`config.mk`:
```
export PLATFORM = sky130hd
export DESIGN_NAME = shp_kernel
export DESIGN_NICKNAME = d
export VERILOG_FILES = /design/src/rtl/shp_pkg.sv /design/src/rtl/shp_kernel.sv
export SDC_FILE = /design/constraint.sdc
export NUM_CORES = 1
export LEC_CHECK = 0
export BUFFER_PORTS_ARGS = -buffer_cell sky130_fd_sc_hd__buf_2
export CAP_MARGIN = 15
export CORE_ASPECT_RATIO = 2
export CORE_MARGIN = 4
export CORE_UTILIZATION = 41
export DETAILED_ROUTE_END_ITERATION = 10
export GPL_TIMING_DRIVEN = 1
export PLACE_DENSITY_LB_ADDON = 0.12
export SLEW_MARGIN = 10
export SYNTH_ARGS = -nofsm -noshare
export SYNTH_HDL_FRONTEND = slang
export SYNTH_SLANG_ARGS = --single-unit
```
`constraint.sdc`:
```
create_clock -name clk -period 4.5 [get_ports clk]
set_input_delay 0.225 -clock clk [delete_from_list [all_inputs] [get_ports clk]]
set_output_delay 0.225 -clock clk [all_outputs]
set_load 0.01 [all_outputs]
```
`src/rtl/shp_pkg.sv`:
```
package shp_pkg;

  localparam int MAX_WIDTH    = 1024;
  localparam int MAX_HEIGHT   = 4096;
  localparam int MAX_CHANNELS = 3;
  localparam int MIN_DIM      = 3;
  localparam int PIX_W        = 8;

  localparam int COL_W    = $clog2(MAX_WIDTH);
  localparam int ROW_W    = $clog2(MAX_HEIGHT);
  localparam int WIDTH_W  = 11;
  localparam int HEIGHT_W = 13;
  localparam int CHCNT_W  = 2;
  localparam int CFG_IDX_W  = 2;
  localparam int CFG_DATA_W = 13;

  // configuration register indexes
  localparam logic [CFG_IDX_W-1:0] REG_IMAGE_WIDTH   = 2'd0;
  localparam logic [CFG_IDX_W-1:0] REG_IMAGE_HEIGHT  = 2'd1;
  localparam logic [CFG_IDX_W-1:0] REG_CHANNEL_COUNT = 2'd2;

  localparam logic [WIDTH_W-1:0]  RST_IMAGE_WIDTH   = 11'd640;
  localparam logic [HEIGHT_W-1:0] RST_IMAGE_HEIGHT  = 13'd480;
  localparam logic [CHCNT_W-1:0]  RST_CHANNEL_COUNT = 2'd3;

  typedef logic [MAX_CHANNELS-1:0][PIX_W-1:0] pix_t;

  typedef struct packed {
    logic [PIX_W-1:0] chan_a;
    logic [PIX_W-1:0] chan_b;
    logic [PIX_W-1:0] chan_c;
  } in_item_t;

  typedef struct packed {
    logic [PIX_W-1:0] out_a;
    logic [PIX_W-1:0] out_b;
    logic [PIX_W-1:0] out_c;
    logic             run_last;
    logic             frame_end;
  } out_item_t;

  // per-item control carried alongside the pixel in the read stage
  typedef struct packed {
    logic             emit;
    logic             interior;
    logic             row_end;
    logic             frame_last;
    logic [COL_W-1:0] col;
  } item_ctrl_t;

endpackage

```
`src/rtl/shp_kernel.sv`:
```
module shp_kernel (
  input  logic                       clk,
  input  logic                       rst_n,
  input  logic                       adv,
  input  shp_pkg::pix_t              pix,
  input  shp_pkg::pix_t              up,
  input  shp_pkg::pix_t              mid,
  input  logic                       interior,
  input  logic [shp_pkg::CHCNT_W-1:0] nch,
  output shp_pkg::pix_t              res
);
  import shp_pkg::*;

  // window columns: 0 is one column back, 1 is two columns back
  pix_t up0_r, mid0_r, mid1_r, low0_r, low1_r, up1_r;

  always_ff @(posedge clk) begin
    if (!rst_n) begin
      up0_r  <= '0;
      up1_r  <= '0;
      mid0_r <= '0;
      mid1_r <= '0;
      low0_r <= '0;
      low1_r <= '0;
    end else if (adv) begin
      up1_r  <= up0_r;
      mid1_r <= mid0_r;
      low1_r <= low0_r;
      up0_r  <= up;
      mid0_r <= mid;
      low0_r <= pix;
    end
  end

  // 5*centre minus left, right, upper and lower, saturated; zero off the interior and for unused channels
  always_comb begin
    logic [PIX_W+2:0]   ctr5;
    logic [PIX_W+1:0]   nsum;
    logic signed [PIX_W+3:0] v;
    res = '0;
    for (int k = 0; k < MAX_CHANNELS; k++) begin
      ctr5 = {1'b0, mid0_r[k], 2'b00} + {3'b000, mid0_r[k]};
      nsum = {2'b00, mid1_r[k]} + {2'b00, mid[k]} + {2'b00, up0_r[k]}
           + {2'b00, low0_r[k]};
      v = $signed({1'b0, ctr5}) - $signed({2'b00, nsum});
      if (interior && (k < 32'(nch))) begin
        if (v[PIX_W+3]) begin
          res[k] = '0;
        end else if (v > $signed(12'd255)) begin
          res[k] = '1;
        end else begin
          res[k] = v[PIX_W-1:0];
        end
      end
    end
  end

endmodule

```
==> results by group, run 1 <==
STA
  – Final setup violation count: 0
  – Slew headroom: 30.1%
  – F_max: 225 MHz
  – Max-slew violations: 0
  – Unrepaired setup endpoints after global routing: yes
  – Measured slew at the worst slew-check pin: 1.05 ns
  – Clock period minus worst slack: 4.44 ns
  – Final period util: 98.8%
  – Setup tns final: 0 ns
  – Final hold viol count: 0
  – Worst Hold Slack: 0.119 ns
  – Fin Clk Skew: about 0.0058 ns

Final layout
  – Commonest cells after routing, fill and taps aside: inv_1, mux2i_1, buf_2, nor2b_1, fa_1
  – Area grow syn2layout: 19.0%
  – Final Cell Area: roughly 9400 µm²
  – Commonest non-fill, non-tap cell in the layout: inv_1
  – Fill cell count: 1861
  – Reg area: 1950 µm²
  – Diodes inserted: 0
  – Final Net Count: 1150
  – Multi-input gate area: between 5000 and 6000 µm²
  – Ratio of cells with drive above 1 in the final layout: 22.3%
  – Final Instance Count excl. Fillers: 1197

Power and ir drop
  – Int Pwr: 2.62 mW
  – Peak VDD IR: 329 µV
  – Power per cell area: 482 nW/µm²
  – Comb pwr share: 62.2%
  – LEAKAGE: 4.41 nW
  – Part of the power in registers: 20.6%
  – Clk network pwr share: between 10% and 20%
  – Sw Ratio: 42.4%
  – Switching pwr: 1.93 mW
  – Final Power: 4.55 mW

Floorplan
  – Die W: 106 µm
  – Initial Util: about two fifths
  – Die area: 21800 µm²
  – Core area: around 19000 µm²
  – Cell Rows: 71
  – # IOs: 102
  – Die height: 205 µm

Detailed routing
  – Routed len/inst: 14.2 µm
  – Initial DRC Count: 110
  – Via density: 4.66
  – Detailed Routing Iterations Pass 1: 4
  – Final wirelength: 16900 µm
  – Vias: 5575
  – # DRC: 0
  – DRT antenna net count: 0

Setup path
  – CP Depth: 17
  – CP Cell Sequence: inv_1, fa_1, fa_1, inv_2, fa_1, inv_2, ha_4, a21o_1, nand4_1, buf_4, a31oi_4, nor3_4, a311oi_4, buf_4, nor3_2, nor2_1, buf_2
  – WP buf/inv: 6
  – Critical path fanouts, max: 3
  – Critical path's slowest cell: fa_1
  – Startpoint Class: flop
  – Flop-to-flop setup slack: between 3 and 4 ns
  – RR Startpoint: mid0_r[8]
  – Critical Path End: res[8]
  – Worst Reg-to-Reg Cells: 2
  – Cell mode on critical path: fa_1
  – Critical path's top delay family: adder cells
  – Worst Setup SP: up0_r[8]
  – Critical Path End Type: output pin
  – Crit path DAT: 4.22 ns
  – Worst path max stage delay: 0.60 ns
  – Worst EP required: about 4.3 ns
  – R2R Path End: mid0_r[8]
  – Critical path class: reg2out

Run
  – Max-cap viol count: 0

CTS
  – CTS Buffer Depth: 2
  – # hold bufs at CTS: 0
  – CTS Buf Count: 9
  – Clk pin slew, worst setup/hold paths: 0.08 ns
  – Worst skew pair latency: 0.36 ns
  – CTS H-tree depth: 3
  – Clock net sink count: between 90 and 100
  – TritonCTS clock tree: yes
  – Clock root buffer: clkbuf_16

Logic synthesis
  – Synthesized Nets: roughly 1.0k
  – Post-synthesis cell type count: 46
  – Mapped Cells: 830
  – Ys async rst share: 0%
  – Flop and latch count out of synthesis: 96
  – Mean Syn Cell Area: 9.56 µm²
  – Synth warn: 0
  – Part of the Yosys area used for sequential elements: 24.2%
  – Synth Cell Area: 7930 µm²
  – Post-synth EDFFs: 0
  – Top FF cell, synth: dfxtp_1

Run status
  – Status: finished clean

Place
  – HPWL Detailed: between 10000 and 15000 µm
  – Final GP Congestion: 0.797
  – Placed cell area: between 8000 and 9000 µm²
  – # placed instances: 1171
  – Port Buffers: between 100 and 150

Hold path
  – Worst min-delay path class: in2reg

GRT
  – Congestion Overflow GR: 0
  – Antenna violations before repair: 1
  – Largest net degree at the start of global routing: 81
  – Global Route Usage Sum: 16.6%
  – Global-route wire length before repair: 28800 µm
  – Vias in the first global route: ~6.0k
-- power by group through the flow --
stage	Combinational (mW)	Sequential [mW]	Clock, mW
finish	2.83	0.935	0.783
floorplan	1.85	0.944	0
detailed placement	2.38	0.954	0
CTS	2.50	0.935	0.823
global placement	2.38	0.954	0
global route	3.19	0.943	0.841
-- routing by layer --
layer | wire length, µm | GRT usage [%] | vias to the layer above | part of all wire, %
met5 | 13 | 0 | - | 0.077
met4 | 414 | 6.16 | 2 | 2.4
met3 | 643 | 3.15 | 19 | 3.8
met2 | 9370 | 31.8 | 83 | 55
met1 | 6500 | 17.8 | 2677 | 38
li1 | - | - | 2794 | -
-- cell families after synthesis --
logic type               count (synthesis)  share of synthesized area (%)
XOR/XNOR                                26                           2.87
flip-flops                              96                           24.2
adder cells (fa/ha/maj)                135                           29.8
AND/OR/NAND/NOR                        145                           10.9
AO/OA/AOI/OAI                           98                           8.50
multiplexers                           102                           12.9
buffers and inverters                  228                           10.9
-- registers in the layout (all words and copies together) (netlist names) --
register / cells
mid1_r: 24
mid0_r: 24
up0_r: 24
low0_r: 24
-- synth_stat cells (6+ instances only) --
cell type    n  share of area, %
ha_1        45               7.1
dfxtp_1     96                24
nor2b_1     98               7.7
a21oi_1     26               1.6
clkbuf_1    15              0.71
a21o_1      12               1.1
xnor2_1     17               1.9
o21a_1      21               2.0
mux2i_1    101                13
nand2_1     10              0.47
nor2_1       8              0.38
fa_1        90                23
o21ai_0     15              0.95
nor3_1       6              0.38
xor2_1       9              0.99
inv_1      206               9.7
-- cell type report --
type	instances	share of cell area (%)
clock buffer	10	2.53
clock inverter	6	0.597
inverter	206	8.19
multi-input combinational	506	57.7
sequential	96	20.7
tap	255	3.38
timing repair buffer	118	6.85
-- what timing repair did --
item | in CTS | in global routing
setup buffers | 3 | 7
setup endpoints to repair | 24 | 24
pin swaps | 13 | 51
resized for setup | 18 | 64
-- metrics by stage --
| stage | setup WS, ns | util (%) |
|---|---|---|
| final | 0.0555 | 49.9 |
| after global routing | -0.119 | 49.9 |
| after CTS | -0.00314 | 48.3 |
| after detailed placement | 0.145 | 46.1 |
| after global placement | 0.213 | 46.1 |
| after floorplan | 0.628 | - |
-- worst min path at each step --
stage	from	endpoint	slack, ns	cells after the start
global placement	pix[8]	low0_r[8]	0.48	3
finish	up[9]	up0_r[9]	0.12	3
floorplan	pix[0]	low0_r[0]	0.39	2
global route	up[23]	up0_r[23]	0.12	3
detailed placement	pix[4]	low0_r[4]	0.49	3
CTS	pix[19]	low0_r[19]	0.10	3
-- worst register-to-register path, stage by stage (launching register included) --
cell and delay (ns):
dfxtp_1 0.60, mux2i_1 0.13, nor2b_1 0.13
Power figures use the tool's default switching activity.
==> run 2: changes to the inputs <==
--- a/config.mk
+++ b/config.mk
@@ -10,8 +10,10 @@
 export CORE_ASPECT_RATIO = 2
 export CORE_MARGIN = 4
 export CORE_UTILIZATION = 41
+export CTS_CLUSTER_DIAMETER = 80
 export DETAILED_ROUTE_END_ITERATION = 10
 export GPL_TIMING_DRIVEN = 1
+export MAX_ROUTING_LAYER = met4
 export PLACE_DENSITY_LB_ADDON = 0.12
 export SLEW_MARGIN = 10
 export SYNTH_ARGS = -nofsm -noshare
==> run 2 against run 1 <==
First-iteration DRC count is 10% lower. Worst setup slack worse by 0.013 ns. Flip-flop and latch count stayed put. Critical path depth stayed put. Global-route usage is 0.47 points higher. Die area stayed put. Utilization hardly changed. Sequential power hardly changed. Count of clock-buffer cells in the layout stayed put.
==> results by group, run 2 (synthesized netlist as in run 1, its figures left out) <==
Detailed routing
  – DRT antenna net count: 0
  – # DRC: 0
  – Via density: about 4.7
  – Final wirelength: between 15000 and 20000 µm
  – Initial DRC Count: 99
  – Detailed Routing Iterations Pass 1: 4
  – Routed len/inst: ~14 µm
  – Vias: 5590

Setup path
  – Critical path class: reg2out
  – Flop-to-flop setup slack: 3.58 ns
  – RR Startpoint: mid0_r[8]
  – Critical Path End Type: output pin
  – Worst Reg-to-Reg Cells: 2
  – Crit path DAT: ~4.2 ns
  – Worst EP required: about 4.3 ns
  – Startpoint Class: flop
  – R2R Path End: mid0_r[8]
  – Critical path fanouts, max: 3

Power and ir drop
  – LEAKAGE: 4.41 nW
  – Comb pwr share: around 62%
  – Final Power: roughly 4.5 mW
  – Switching pwr: 1.93 mW
  – Sw Ratio: 42.4%
  – Peak VDD IR: 329 µV
  – Power per cell area: 481 nW/µm²
  – Int Pwr: between 2 and 3 mW
  – Clk network pwr share: 17.2%
  – Part of the power in registers: approximately a fifth

GRT
  – Antenna violations before repair: 1
  – Global Route Usage Sum: 17.1%
  – Largest net degree at the start of global routing: 81
  – Congestion Overflow GR: 0
  – Vias in the first global route: between 6k and 7k
  – Global-route wire length before repair: 28800 µm

CTS
  – CTS H-tree depth: 3
  – Clk pin slew, worst setup/hold paths: approximately 0.08 ns
  – TritonCTS clock tree: yes
  – Clock net sink count: 96
  – Worst skew pair latency: 0.36 ns
  – CTS Buf Count: 9
  – Clock root buffer: clkbuf_16
  – CTS Buffer Depth: 2

Run
  – Max-cap viol count: 0

STA
  – Unrepaired setup endpoints after global routing: yes
  – Clock period minus worst slack: 4.46 ns
  – Final period util: 99.0%
  – Setup tns final: 0 ns
  – Measured slew at the worst slew-check pin: 1.01 ns
  – Max-slew violations: 0
  – Final setup violation count: 0
  – Worst Hold Slack: 0.121 ns
  – Fin Clk Skew: 0.00589 ns
  – Slew headroom: 32.5%
  – Final hold viol count: 0
  – F_max: 224 MHz

Floorplan
  – Cell Rows: 71
  – Die area: around 22000 µm²
  – Initial Util: 41.9%
  – # IOs: 102
  – Die height: 205 µm
  – Core area: 18900 µm²
  – Die W: ~110 µm

Hold path
  – Worst hold stages: 3
  – Hold path start: up[9]
  – Hold Path Sink: up0_r[9]
  – Worst min-delay path class: in2reg

Final layout
  – Area grow syn2layout: 19.0%
  – Final Net Count: roughly 1.2k
  – Ratio of cells with drive above 1 in the final layout: between 20 and 25%
  – Commonest non-fill, non-tap cell in the layout: inv_1
  – Final cell utilization of the core: between 40% and 50%
  – Final Cell Area: between 9000 and 10000 µm²
  – Commonest cells after routing, fill and taps aside: inv_1, mux2i_1, buf_2, nor2b_1, fa_1

Run status
  – Status: finished clean

Place
  – Placed cell area: a little under 9000 µm²
  – Port Buffers: 101
  – Final GP Congestion: 0.808
  – HPWL Detailed: roughly 13000 µm
## run 2: area by class of cell
class / instances / area (µm²)
antenna: 1 / 2.50
clock buffer: 10 / 239
clock inverter: 6 / 56.3
fill: 1860 / 9480
inverter: 206 / 773
multi-input combinational: 506 / 5450
sequential: 96 / 1950
tap: 255 / 319
timing repair buffer: 118 / 647
## run 2: what timing repair did
action | in CTS | in global routing
gates resized for setup | 18 | 64
setup endpoints to repair | 24 | 24
setup buffers | 3 | 7
pin swaps | 13 | 51
hold buffers | 0 | 0
## run 2: critical path, cell delays in order (launching register included)
cell      delay (ns)
dfxtp_1         0.34
inv_1           0.06
fa_1            0.42
fa_1            0.53
inv_2           0.04
fa_1            0.60
inv_2           0.08
ha_4            0.25
a21o_1          0.12
nand4_1         0.19
buf_4           0.21
a31oi_4         0.17
nor3_4          0.06
a311oi_4        0.37
buf_4           0.18
nor3_2          0.03
nor2_1          0.07
buf_2           0.14
## run 2: per-layer routing
| layer | part of all wire [%] | track usage [%] | routed length, µm |
|---|---|---|---|
| met1 | 39 | 17.8 | 6530 |
| met2 | 55 | 31.8 | 9330 |
| met3 | 3.9 | 3.03 | 661 |
| met4 | 2.4 | 6.16 | 410 |
| met5 | 0 | - | 0 |
## run 2: metrics by stage
step | setup slack (ns) | std cells
finish | 0.0428 | 1198
floorplan | 0.628 | 830
global route | -0.119 | 1198
CTS | -0.00314 | 1190
global placement | 0.213 | 1171
detailed placement | 0.145 | 1171
## run 2: worst max-delay path by stage
stage / from / to / slack (ns) / cells past startpoint
2_1_floorplan: up0_r[1] / res[2] / 0.63 / 14
3_3_place_gp: mid[19] / res[18] / 0.21 / 16
3_5_place_dp: mid[19] / res[18] / 0.15 / 16
4_1_cts: up0_r[19] / res[18] / -0.003 / 16
5_1_grt: mid0_r[9] / res[8] / -0.12 / 16
6_report: up0_r[8] / res[8] / 0.04 / 17
## run 2: power groups by stage
| stage | clock network, mW | logic, mW | registers, mW |
|---|---|---|---|
| finish | 0.784 | 2.83 | 0.935 |
| floorplan | 0 | 1.85 | 0.944 |
| global placement | 0 | 2.38 | 0.954 |
| global route | 0.840 | 3.19 | 0.943 |
| CTS | 0.823 | 2.50 | 0.935 |
| detailed placement | 0 | 2.38 | 0.954 |
