==> src/rtl/shp_pkg.sv <==
package shp_pkg;

  localparam int MAX_WIDTH    = 1024;
  localparam int MAX_HEIGHT   = 4096;
  localparam int MAX_CHANNELS = 3;
  localparam int MIN_DIM      = 3;
  localparam int PIX_W        = 8;

  localparam int COL_W    = $clog2(MAX_WIDTH);
  localparam int ROW_W    = $clog2(MAX_HEIGHT);
  localparam int WIDTH_W  = 11;
  localparam int HEIGHT_W = 13;
  localparam int CHCNT_W  = 2;
  localparam int CFG_IDX_W  = 2;
  localparam int CFG_DATA_W = 13;

  // configuration register indexes
  localparam logic [CFG_IDX_W-1:0] REG_IMAGE_WIDTH   = 2'd0;
  localparam logic [CFG_IDX_W-1:0] REG_IMAGE_HEIGHT  = 2'd1;
  localparam logic [CFG_IDX_W-1:0] REG_CHANNEL_COUNT = 2'd2;

  localparam logic [WIDTH_W-1:0]  RST_IMAGE_WIDTH   = 11'd640;
  localparam logic [HEIGHT_W-1:0] RST_IMAGE_HEIGHT  = 13'd480;
  localparam logic [CHCNT_W-1:0]  RST_CHANNEL_COUNT = 2'd3;

  typedef logic [MAX_CHANNELS-1:0][PIX_W-1:0] pix_t;

  typedef struct packed {
    logic [PIX_W-1:0] chan_a;
    logic [PIX_W-1:0] chan_b;
    logic [PIX_W-1:0] chan_c;
  } in_item_t;

  typedef struct packed {
    logic [PIX_W-1:0] out_a;
    logic [PIX_W-1:0] out_b;
    logic [PIX_W-1:0] out_c;
    logic             run_last;
    logic             frame_end;
  } out_item_t;

  // per-item control carried alongside the pixel in the read stage
  typedef struct packed {
    logic             emit;
    logic             interior;
    logic             row_end;
    logic             frame_last;
    logic [COL_W-1:0] col;
  } item_ctrl_t;

endpackage

==> src/rtl/shp_out_buf.sv <==
module shp_out_buf (
  input  logic               clk,
  input  logic               rst_n,
  input  logic               load,
  input  shp_pkg::out_item_t load_item,
  input  logic               load_border,
  input  logic               load_fe,
  output logic               can_load,
  output logic               out_valid,
  input  logic               out_ready,
  output shp_pkg::out_item_t out_data
);
  import shp_pkg::*;

  logic      out_valid_r;
  out_item_t out_data_r;
  logic      pend_r;
  logic      pend_fe_r;
  logic      take;
  out_item_t border_item;

  assign take     = out_valid_r && out_ready;
  assign can_load = !out_valid_r || (take && !pend_r);

  // zero right border pixel closing the row
  always_comb begin
    border_item           = '0;
    border_item.run_last  = 1'b1;
    border_item.frame_end = pend_fe_r;
  end

  always_ff @(posedge clk) begin
    if (!rst_n) begin
      out_valid_r <= 1'b0;
      pend_r      <= 1'b0;
      pend_fe_r   <= 1'b0;
    end else if (load) begin
      out_valid_r <= 1'b1;
      pend_r      <= load_border;
      pend_fe_r   <= load_fe;
    end else if (take) begin
      out_valid_r <= pend_r;
      pend_r      <= 1'b0;
    end
  end

  always_ff @(posedge clk) begin
    if (load) begin
      out_data_r <= load_item;
    end else if (take && pend_r) begin
      out_data_r <= border_item;
    end
  end

  assign out_valid = out_valid_r;
  assign out_data  = out_data_r;

endmodule
==> config.mk <==
export PLATFORM = sky130hd
export DESIGN_NAME = shp_out_buf
export DESIGN_NICKNAME = d
export VERILOG_FILES = /design/src/rtl/shp_pkg.sv /design/src/rtl/shp_out_buf.sv
export SDC_FILE = /design/constraint.sdc
export NUM_CORES = 1
export LEC_CHECK = 0
export ABC_AREA = 1
export BUFFER_PORTS_ARGS = -buffer_cell sky130_fd_sc_hd__buf_4
export CAP_MARGIN = 25
export CORE_UTILIZATION = 43
export DETAILED_ROUTE_END_ITERATION = 12
export MAX_ROUTING_LAYER = met4
export PLACE_DENSITY_LB_ADDON = 0.08
export SYNTH_ARGS = -nofsm -noshare
export SYNTH_HDL_FRONTEND = slang
export SYNTH_SLANG_ARGS = --single-unit
==> constraint.sdc <==
create_clock -name clk -period 3.8 [get_ports clk]
set_clock_uncertainty 0.1 [all_clocks]
set_input_delay 0.76 -clock clk [delete_from_list [all_inputs] [get_ports clk]]
set_output_delay 0.76 -clock clk [all_outputs]
set_load 0.05 [all_outputs]
==> impl_metrics.ini, run 1 <==
[synthesis]
synth_cell_types = 10
syn_inst = 99
syn_avg_cell_area_um2 = 11.4
yosysSeqAreaShare_pct = 74.4
ys_warn_count = 0
synth_seq_cells = 29
synth_nets = 131
syn-cell-area_um2 = 1130

[global_route]
track_usage_pct = 16.9
antenna_found_initial = 0
grt_pass1_vias = 728
grt_pass1_wl_um = 3040
grt_max_degree = 29
overflow = 0

[setup_path]
worstPathRequired_ps = 2940
critPathMaxFanout = 2
setup.worst_path.start_class = primary input
worst-path-buf-inv = 2
criticalPathCategory = in2out
cpMaxStageDelayCell = buf_4
critical_path_arrival_ps = 1170
crit_family = buffers and inverters
slowest_delay_ps = 190
cp_cell_sequence = buf_4, nand2_1, nand2_1, buf_4
end_kind = output pin

[cells_and_area]
n_antenna_cell = 0
drive_gt1_share_pct = 42.1
syn_to_final_growth_pct = 45.4
fin_area_um2 = 1640
seq_area_um2 = 841
multi_input_area_um2 = 158
final_util_pct = 66.3
fin_nets = 195
fill_cells = 215

[clock_network]
cts_hold_buffers = 0
cts_tree = done
numCtsBuffers = 5
postCtsSetupBuffers = 0
cts.path.max_buffers = 2
clk_latency_ps = 320
clkTransAtPathRegs_ps = 90
cts_sinks = 29
post_cts_resize_count = 0
cts_root_buf = clkbuf_4
cts-htree-levels = 2

[run]
drv_cap = 0

[sta]
drv_slew = 0
fin_ws_ps = 1770
finalCritPeriodShare_pct = 53.4
setup_viol_count_final = 0
relSlewSlack_pct = 78.1
tightest_slew_ps = 329
fin_setup_tns_ps = 0
finalHoldViolCount = 0
min_period_ps = 2030
grt_setup_unrepaired = false
timing.fmax_ghz = 0.492

[outcome]
outcome = finished clean

[placement]
place_hpwl_um = 1520
io_buffers = 59
place_area_um2 = 1590
place_worst_setup_slack_ps = 1770
gp_congestion = 0.587

[floorplan]
ios = 60
rows = 18
core_area_um2 = 2480
die_y_um = 53.3
die-area_um2 = 2840
initial_core_util_pct = 45.6
die_x_um = 53.3

[routing]
route.vias.total = 837
drt_wl_total_um = 2080
ant_nets = 0
wl_per_cell_um = 10.7
first_pass_iters = 4
drt_iter0_drc = 9
post-route-drc-count = 0
avgViaCountPerCell = 4.31

[worst_hold_path]
hp-class = reg2reg

[power_and_ir_drop]
leakagePower_nw = 0.902
power.density_nw_per_um2 = 425
vdd_ir_drop_max_mv = 0.337
-- worst paths after layout --
path / startpoint / end / slack (ps) / cells past startpoint
max: out_ready / can_load / 1770 / 4
min: pend_r / pend_r / 370 / 2
max reg2reg: out_valid / out_data[3] / 2460 / 3
min reg2reg: pend_r / pend_r / 370 / 2
-- power breakdown --
part           internal [W]  switching (W)  leakage, nW
Clock             0.0000703      0.0000994       0.0320
Sequential         0.000371     0.00000622        0.288
Combinational     0.0000515       0.000100        0.581
Total              0.000492       0.000206        0.902
-- through the flow --
stage	hold slack [ps]	power (W)	instances
2_1_floorplan	334	0.000480	99
3_3_place_gp	350	0.000534	186
3_5_place_dp	357	0.000538	186
4_1_cts	371	0.000706	194
5_1_grt	399	0.000730	194
6_report	367	0.000699	194
-- sequential cells by signal, indices dropped and copies added, names as in the netlist --
register,count
out_data,26
out_valid,1
pend_fe_r,1
pend_r,1
-- worst min-delay path, stage by stage (launching register included) --
cell     delay (ps)
dfxtp_1         320
nand2_1          60
a21oi_1          50
-- synthesized netlist by cell type --
master,instances,area (um^2)
nand2_1,34,128
inv_1,27,101
edfxtp_1,26,781
a21oi_1,3,15.0
dfxtp_1,3,60.1
buf_6,2,22.5
buf_4,1,7.51
inv_2,1,3.75
o21ai_0,1,5.00
or2_1,1,6.26
-- routing by layer --
| layer | global-route usage (%) | part of all wire (%) | up-vias | wire (um) |
|---|---|---|---|---|
| li1 | - | - | 427 | - |
| met1 | 15.9 | 37 | 365 | 765 |
| met2 | 29.0 | 51 | 39 | 1070 |
| met3 | 7.76 | 9.7 | 6 | 201 |
| met4 | 7.89 | 2.3 | 0 | 47 |
| met5 | - | 0 | - | 0 |
-- logic make-up after synthesis --
group / synth area share, %
DFF: 74.4
buffers and inverters: 12.0
AOI/OAI and AO/OA: 1.77
and+or+nand+nor: 11.8
-- placed cells by master (no fill, tap or decap), drive strengths merged --
master  count
clkinv      2
buf        60
nand2      34
clkbuf      6
o21ai       1
inv        28
or2         1
a21oi       3
dfxtp       3
edfxtp     26
-- area by class of cell --
| class | count | area share, % |
|---|---|---|
| clock buffer | 6 | 2.51 |
| clock inverter | 2 | 0.609 |
| inverter | 28 | 6.40 |
| multi-input combinational | 39 | 9.60 |
| sequential | 29 | 51.2 |
| tap | 30 | 2.28 |
| timing repair buffer | 60 | 27.4 |
Power figures use the tool's default switching activity.
==> run 2: changes to the inputs <==
--- a/config.mk
+++ b/config.mk
@@ -8,7 +8,7 @@
 export ABC_AREA = 1
 export BUFFER_PORTS_ARGS = -buffer_cell sky130_fd_sc_hd__buf_4
 export CAP_MARGIN = 25
-export CORE_UTILIZATION = 43
+export CORE_UTILIZATION = 39
 export DETAILED_ROUTE_END_ITERATION = 12
 export MAX_ROUTING_LAYER = met4
 export PLACE_DENSITY_LB_ADDON = 0.08
==> constraint.sdc (replaced) <==
create_clock -name clk -period 1.8 [get_ports clk]
set_clock_uncertainty 0.1 [all_clocks]
set_input_delay 0.36 -clock clk [delete_from_list [all_inputs] [get_ports clk]]
set_output_delay 0.36 -clock clk [all_outputs]
set_load 0.05 [all_outputs]
==> run 2 against run 1 <==
Combinational power grew 120%. Largest power group unchanged. Die area grew 9.9%. Largest cell class unchanged. Sequential cell count is the same. Clock power grew 110%. Final cell count grew 1.5%. Critical path depth is the same. Critical endpoint unchanged. Hold slack lost 180 ps. Sequential power grew 110%.
==> impl_metrics.ini, run 2 (synthesis results as in run 1) <==
[floorplan]
ios = 60
core_area_um2 = 2760
die_x_um = 55.8
die_y_um = 55.8
initial_core_util_pct = 41.0
die-area_um2 = 3120
rows = 19

[power_and_ir_drop]
power.density_nw_per_um2 = 891
leakagePower_nw = 0.907
vdd_ir_drop_max_mv = 0.614

[clock_network]
clkTransAtPathRegs_ps = 90
post_cts_resize_count = 0
cts_root_buf = clkbuf_4
numCtsBuffers = 5
cts_tree = done
clk_latency_ps = 320
cts.path.max_buffers = 2
cts_hold_buffers = 0
postCtsSetupBuffers = 0
cts_sinks = 29
cts-htree-levels = 2

[routing]
post-route-drc-count = 0
ant_nets = 0
drt_wl_total_um = 2190
avgViaCountPerCell = 4.31
first_pass_iters = 4
wl_per_cell_um = 11.1
route.vias.total = 849
drt_iter0_drc = 10

[cells_and_area]
fin_nets = 197
largest_reg_flops = 26
drive_gt1_share_pct = 42.2
fill_cells = 239
n_antenna_cell = 0
final_common_cell = buf_4
layout_common_cells = buf_4, nand2_1, inv_1
syn_to_final_growth_pct = 47.4

[setup_path]
critPathMaxFanout = 2
criticalPathCategory = reg2out
worstPathRequired_ps = 1340
cp_cell_sequence = inv_1, nand2_1, nand2_1, buf_4
cpMaxStageDelayCell = dfxtp_1
end_kind = output pin
critical_path_arrival_ps = 1100
cp_common_cell = nand2_1
setup.worst_path.start_class = flip-flop
slowest_delay_ps = 320

[outcome]
outcome = finished clean

[sta]
grt_setup_unrepaired = false
fin_setup_tns_ps = 0
drv_slew = 0
fin_ws_ps = 242
setup_viol_count_final = 0
finalHoldViolCount = 0
tightest_slew_ps = 220
whs_ps = 184
timing.fmax_ghz = 0.642
relSlewSlack_pct = 85.3
min_period_ps = 1560
finalCritPeriodShare_pct = 86.6

[global_route]
met2_usage_pct = 26.2
grtUsageMet3_pct = 8.14
grt_pass1_vias = 841
grt_pass1_wl_um = 3640
antenna_found_initial = 0
top_usage_layer = met2
track_usage_pct = 16.4
overflow = 0
grt_util_met1_pct = 17.7
grt_max_degree = 18

[placement]
place_worst_setup_slack_ps = 399
place_hpwl_um = 1650
io_buffers = 59
gp_congestion = 0.661

[worst_hold_path]
hp-class = in2reg

[run]
drv_cap = 0
run 2: final cells by class:
| cell class | instances | area, um^2 | area share, % |
|---|---|---|---|
| Clock buffer | 8 | 48.8 | 2.93 |
| Timing Repair Buffer | 62 | 465 | 27.9 |
| Inverter | 28 | 105 | 6.31 |
| Tap cell | 31 | 38.8 | 2.33 |
| Sequential cell | 29 | 842 | 50.6 |
| Multi-Input combinational cell | 39 | 165 | 9.92 |
run 2: worst paths after layout:
check | from | endpoint | slack [ps] | depth (start not counted)
hold reg to reg | pend_r | pend_r | 360 | 2
setup reg to reg | out_valid | out_data[23] | 510 | 3
hold / removal | rst_n | pend_r | 180 | 3
setup / recovery | pend_r | can_load | 240 | 4
run 2: metrics by stage:
step | area [um^2] | power (W) | util [%] | instances
5_1_grt | 1670 | 0.00155 | 60.4 | 197
4_1_cts | 1670 | 0.00150 | 60.4 | 197
6_report | 1670 | 0.00148 | 60.4 | 197
2_1_floorplan | 1140 | 0.00101 | - | 99
3_5_place_dp | 1620 | 0.00114 | 58.6 | 189
3_3_place_gp | 1620 | 0.00114 | 58.6 | 189
run 2: worst max-delay path, delay by kind of cell, from the launching register on:
family | cells | cell delay (ps)
buf+inv | 2 | 300
flops | 1 | 320
simple gates | 2 | 160
run 2: routing by layer:
layer	vias up	part of all wire, %
met2	40	49
met3	6	7.7
met1	372	41
li1	431	-
met4	0	1.9
met5	-	0
run 2: report_power, final:
part	total (W)	switching, W	internal, W
Combinational	0.000328	0.000215	0.000113
Sequential	0.000796	0.0000128	0.000783
Clock	0.000360	0.000205	0.000155
==> run 3: changes to the inputs <==
--- a/config.mk
+++ b/config.mk
@@ -8,10 +8,12 @@
 export ABC_AREA = 1
 export BUFFER_PORTS_ARGS = -buffer_cell sky130_fd_sc_hd__buf_4
 export CAP_MARGIN = 25
-export CORE_UTILIZATION = 39
+export CORE_UTILIZATION = 41
+export CTS_BUF_LIST = sky130_fd_sc_hd__clkbuf_8
 export DETAILED_ROUTE_END_ITERATION = 12
 export MAX_ROUTING_LAYER = met4
 export PLACE_DENSITY_LB_ADDON = 0.08
+export SETUP_SLACK_MARGIN = 0.2
 export SYNTH_ARGS = -nofsm -noshare
 export SYNTH_HDL_FRONTEND = slang
 export SYNTH_SLANG_ARGS = --single-unit
==> run 3 against run 2 <==
Core utilization grew 6.7 points. Setup slack gained 89 ps. Critical path depth is the same. Cell area grew 2.6%. Sequential share of layout area shrank 1.1 points. Wire length shrank 7.0%. Largest cell class unchanged. Highest routed layer unchanged.
==> impl_metrics.ini, run 3 (synthesis results as in run 1) <==
[setup_path]
reg2regPathDepth = 3
crit_family = flip-flops
worstPathRequired_ps = 1340
criticalPathCategory = reg2out
setup.worst_path.start_class = flip-flop
cpMaxStageDelayCell = dfxtp_1
cp_cell_sequence = inv_1, nand2_1, nand2_1, buf_4
r2r_setup_slack_ps = 390
r2r-start = out_valid
critical_path_arrival_ps = 1010
worst-path-buf-inv = 2
cp_common_cell = nand2_1
end_kind = output pin
r2r_end = out_data[6]
slowest_delay_ps = 310
critPathMaxFanout = 2

[clock_network]
cts_hold_buffers = 0
clk_latency_ps = 270
clkTransAtPathRegs_ps = 50
numCtsBuffers = 5
cts_tree = done
cts_sinks = 29
postCtsSetupBuffers = 0
post_cts_resize_count = 0
cts_root_buf = clkbuf_8
cts.path.max_buffers = 2
cts-htree-levels = 2

[routing]
drt_wl_total_um = 2040
ant_nets = 0
drt_iter0_drc = 10
route.vias.total = 828
avgViaCountPerCell = 4.22
first_pass_iters = 4
post-route-drc-count = 0
wl_per_cell_um = 10.4

[placement]
post-place-cells = 188
place_hpwl_um = 1510
io_buffers = 59
gp_congestion = 0.654
place_worst_setup_slack_ps = 277

[floorplan]
core_area_um2 = 2540
initial_core_util_pct = 44.4
die_x_um = 54.5
ios = 60
die_y_um = 54.5
die-area_um2 = 2970
rows = 18

[sta]
finalCritPeriodShare_pct = 81.6
grt_setup_unrepaired = false
fin_ws_ps = 331
min_period_ps = 1470
whs_ps = 244
tightest_slew_ps = 308
setup_viol_count_final = 0
finalHoldViolCount = 0
fin_setup_tns_ps = 0
relSlewSlack_pct = 79.4
timing.fmax_ghz = 0.681
drv_slew = 0

[cells_and_area]
syn_to_final_growth_pct = 51.2
layout_common_cells = buf_4, nand2_1, inv_1
final_common_cell = buf_4
fill_cells = 205
n_antenna_cell = 0
largest_reg_flops = 26
drive_gt1_share_pct = 42.8
final_util_pct = 67.1
fin_nets = 197
instances_no_fill = 196

[power_and_ir_drop]
vdd_ir_drop_max_mv = 0.735
power.density_nw_per_um2 = 955
leakagePower_nw = 0.935

[global_route]
overflow = 0
met2_usage_pct = 26.0
grt_util_met1_pct = 18.0
top_usage_layer = met2
antenna_found_initial = 0
grt_pass1_wl_um = 3150
grtUsageMet3_pct = 6.39
grt_pass1_vias = 729
track_usage_pct = 16.6
grt_max_degree = 28

[outcome]
outcome = finished clean

[worst_hold_path]
min_from = load_item[16]
holdPathEnd = out_data[16]
hold_path_depth = 3
hp-class = in2reg

[run]
drv_cap = 0
run 3: cell types whose count changed in the layout (fill, tap and decap cells not counted):
cell,delta
dfxtp_4,+1
dfxtp_2,-1
clkbuf_1,-3
inv_1,+2
clkbuf_8,+6
clkbuf_4,-5
run 3: layer usage:
metal  up-vias  routed length [um]
met5         -                   0
met2        39                1050
met1       356                 756
li1        430                   -
met4         0                  21
met3         3                 207
run 3: how the worst max path moves through the flow:
stage	startpoint	to	slack [ps]	depth (start not counted)
6_report	pend_r	can_load	330	4
2_1_floorplan	out_valid	out_data[0]	240	2
5_1_grt	pend_r	can_load	270	4
3_5_place_dp	out_ready	out_data[16]	280	4
3_3_place_gp	out_ready	out_data[17]	300	4
4_1_cts	pend_r	can_load	320	4
run 3: cell type report:
class | instances | area (um^2) | area share [%]
inverter | 28 | 105 | 6.15
clock inverter | 2 | 7.51 | 0.440
sequential | 29 | 845 | 49.5
timing repair buffer | 62 | 465 | 27.3
clock buffer | 6 | 82.6 | 4.84
tap | 30 | 37.5 | 2.20
multi-input combinational | 39 | 165 | 9.67
run 3: worst register-to-register path: stages (launching register included):
cell	delay [ps]
dfxtp_4	350
nand2_1	90
o21ai_4	310
buf_4	260
run 3: where the power goes:
part	leakage, nW	internal, W	switching (W)
Sequential	0.289	0.000784	0.0000125
Clock	0.0538	0.000299	0.000210
Combinational	0.592	0.000113	0.000214
run 3: stage by stage:
step,power [W],instance area (um^2)
floorplan,0.00101,1140
global placement,0.00113,1620
detailed placement,0.00114,1620
CTS,0.00165,1710
global route,0.00171,1710
finish,0.00163,1710
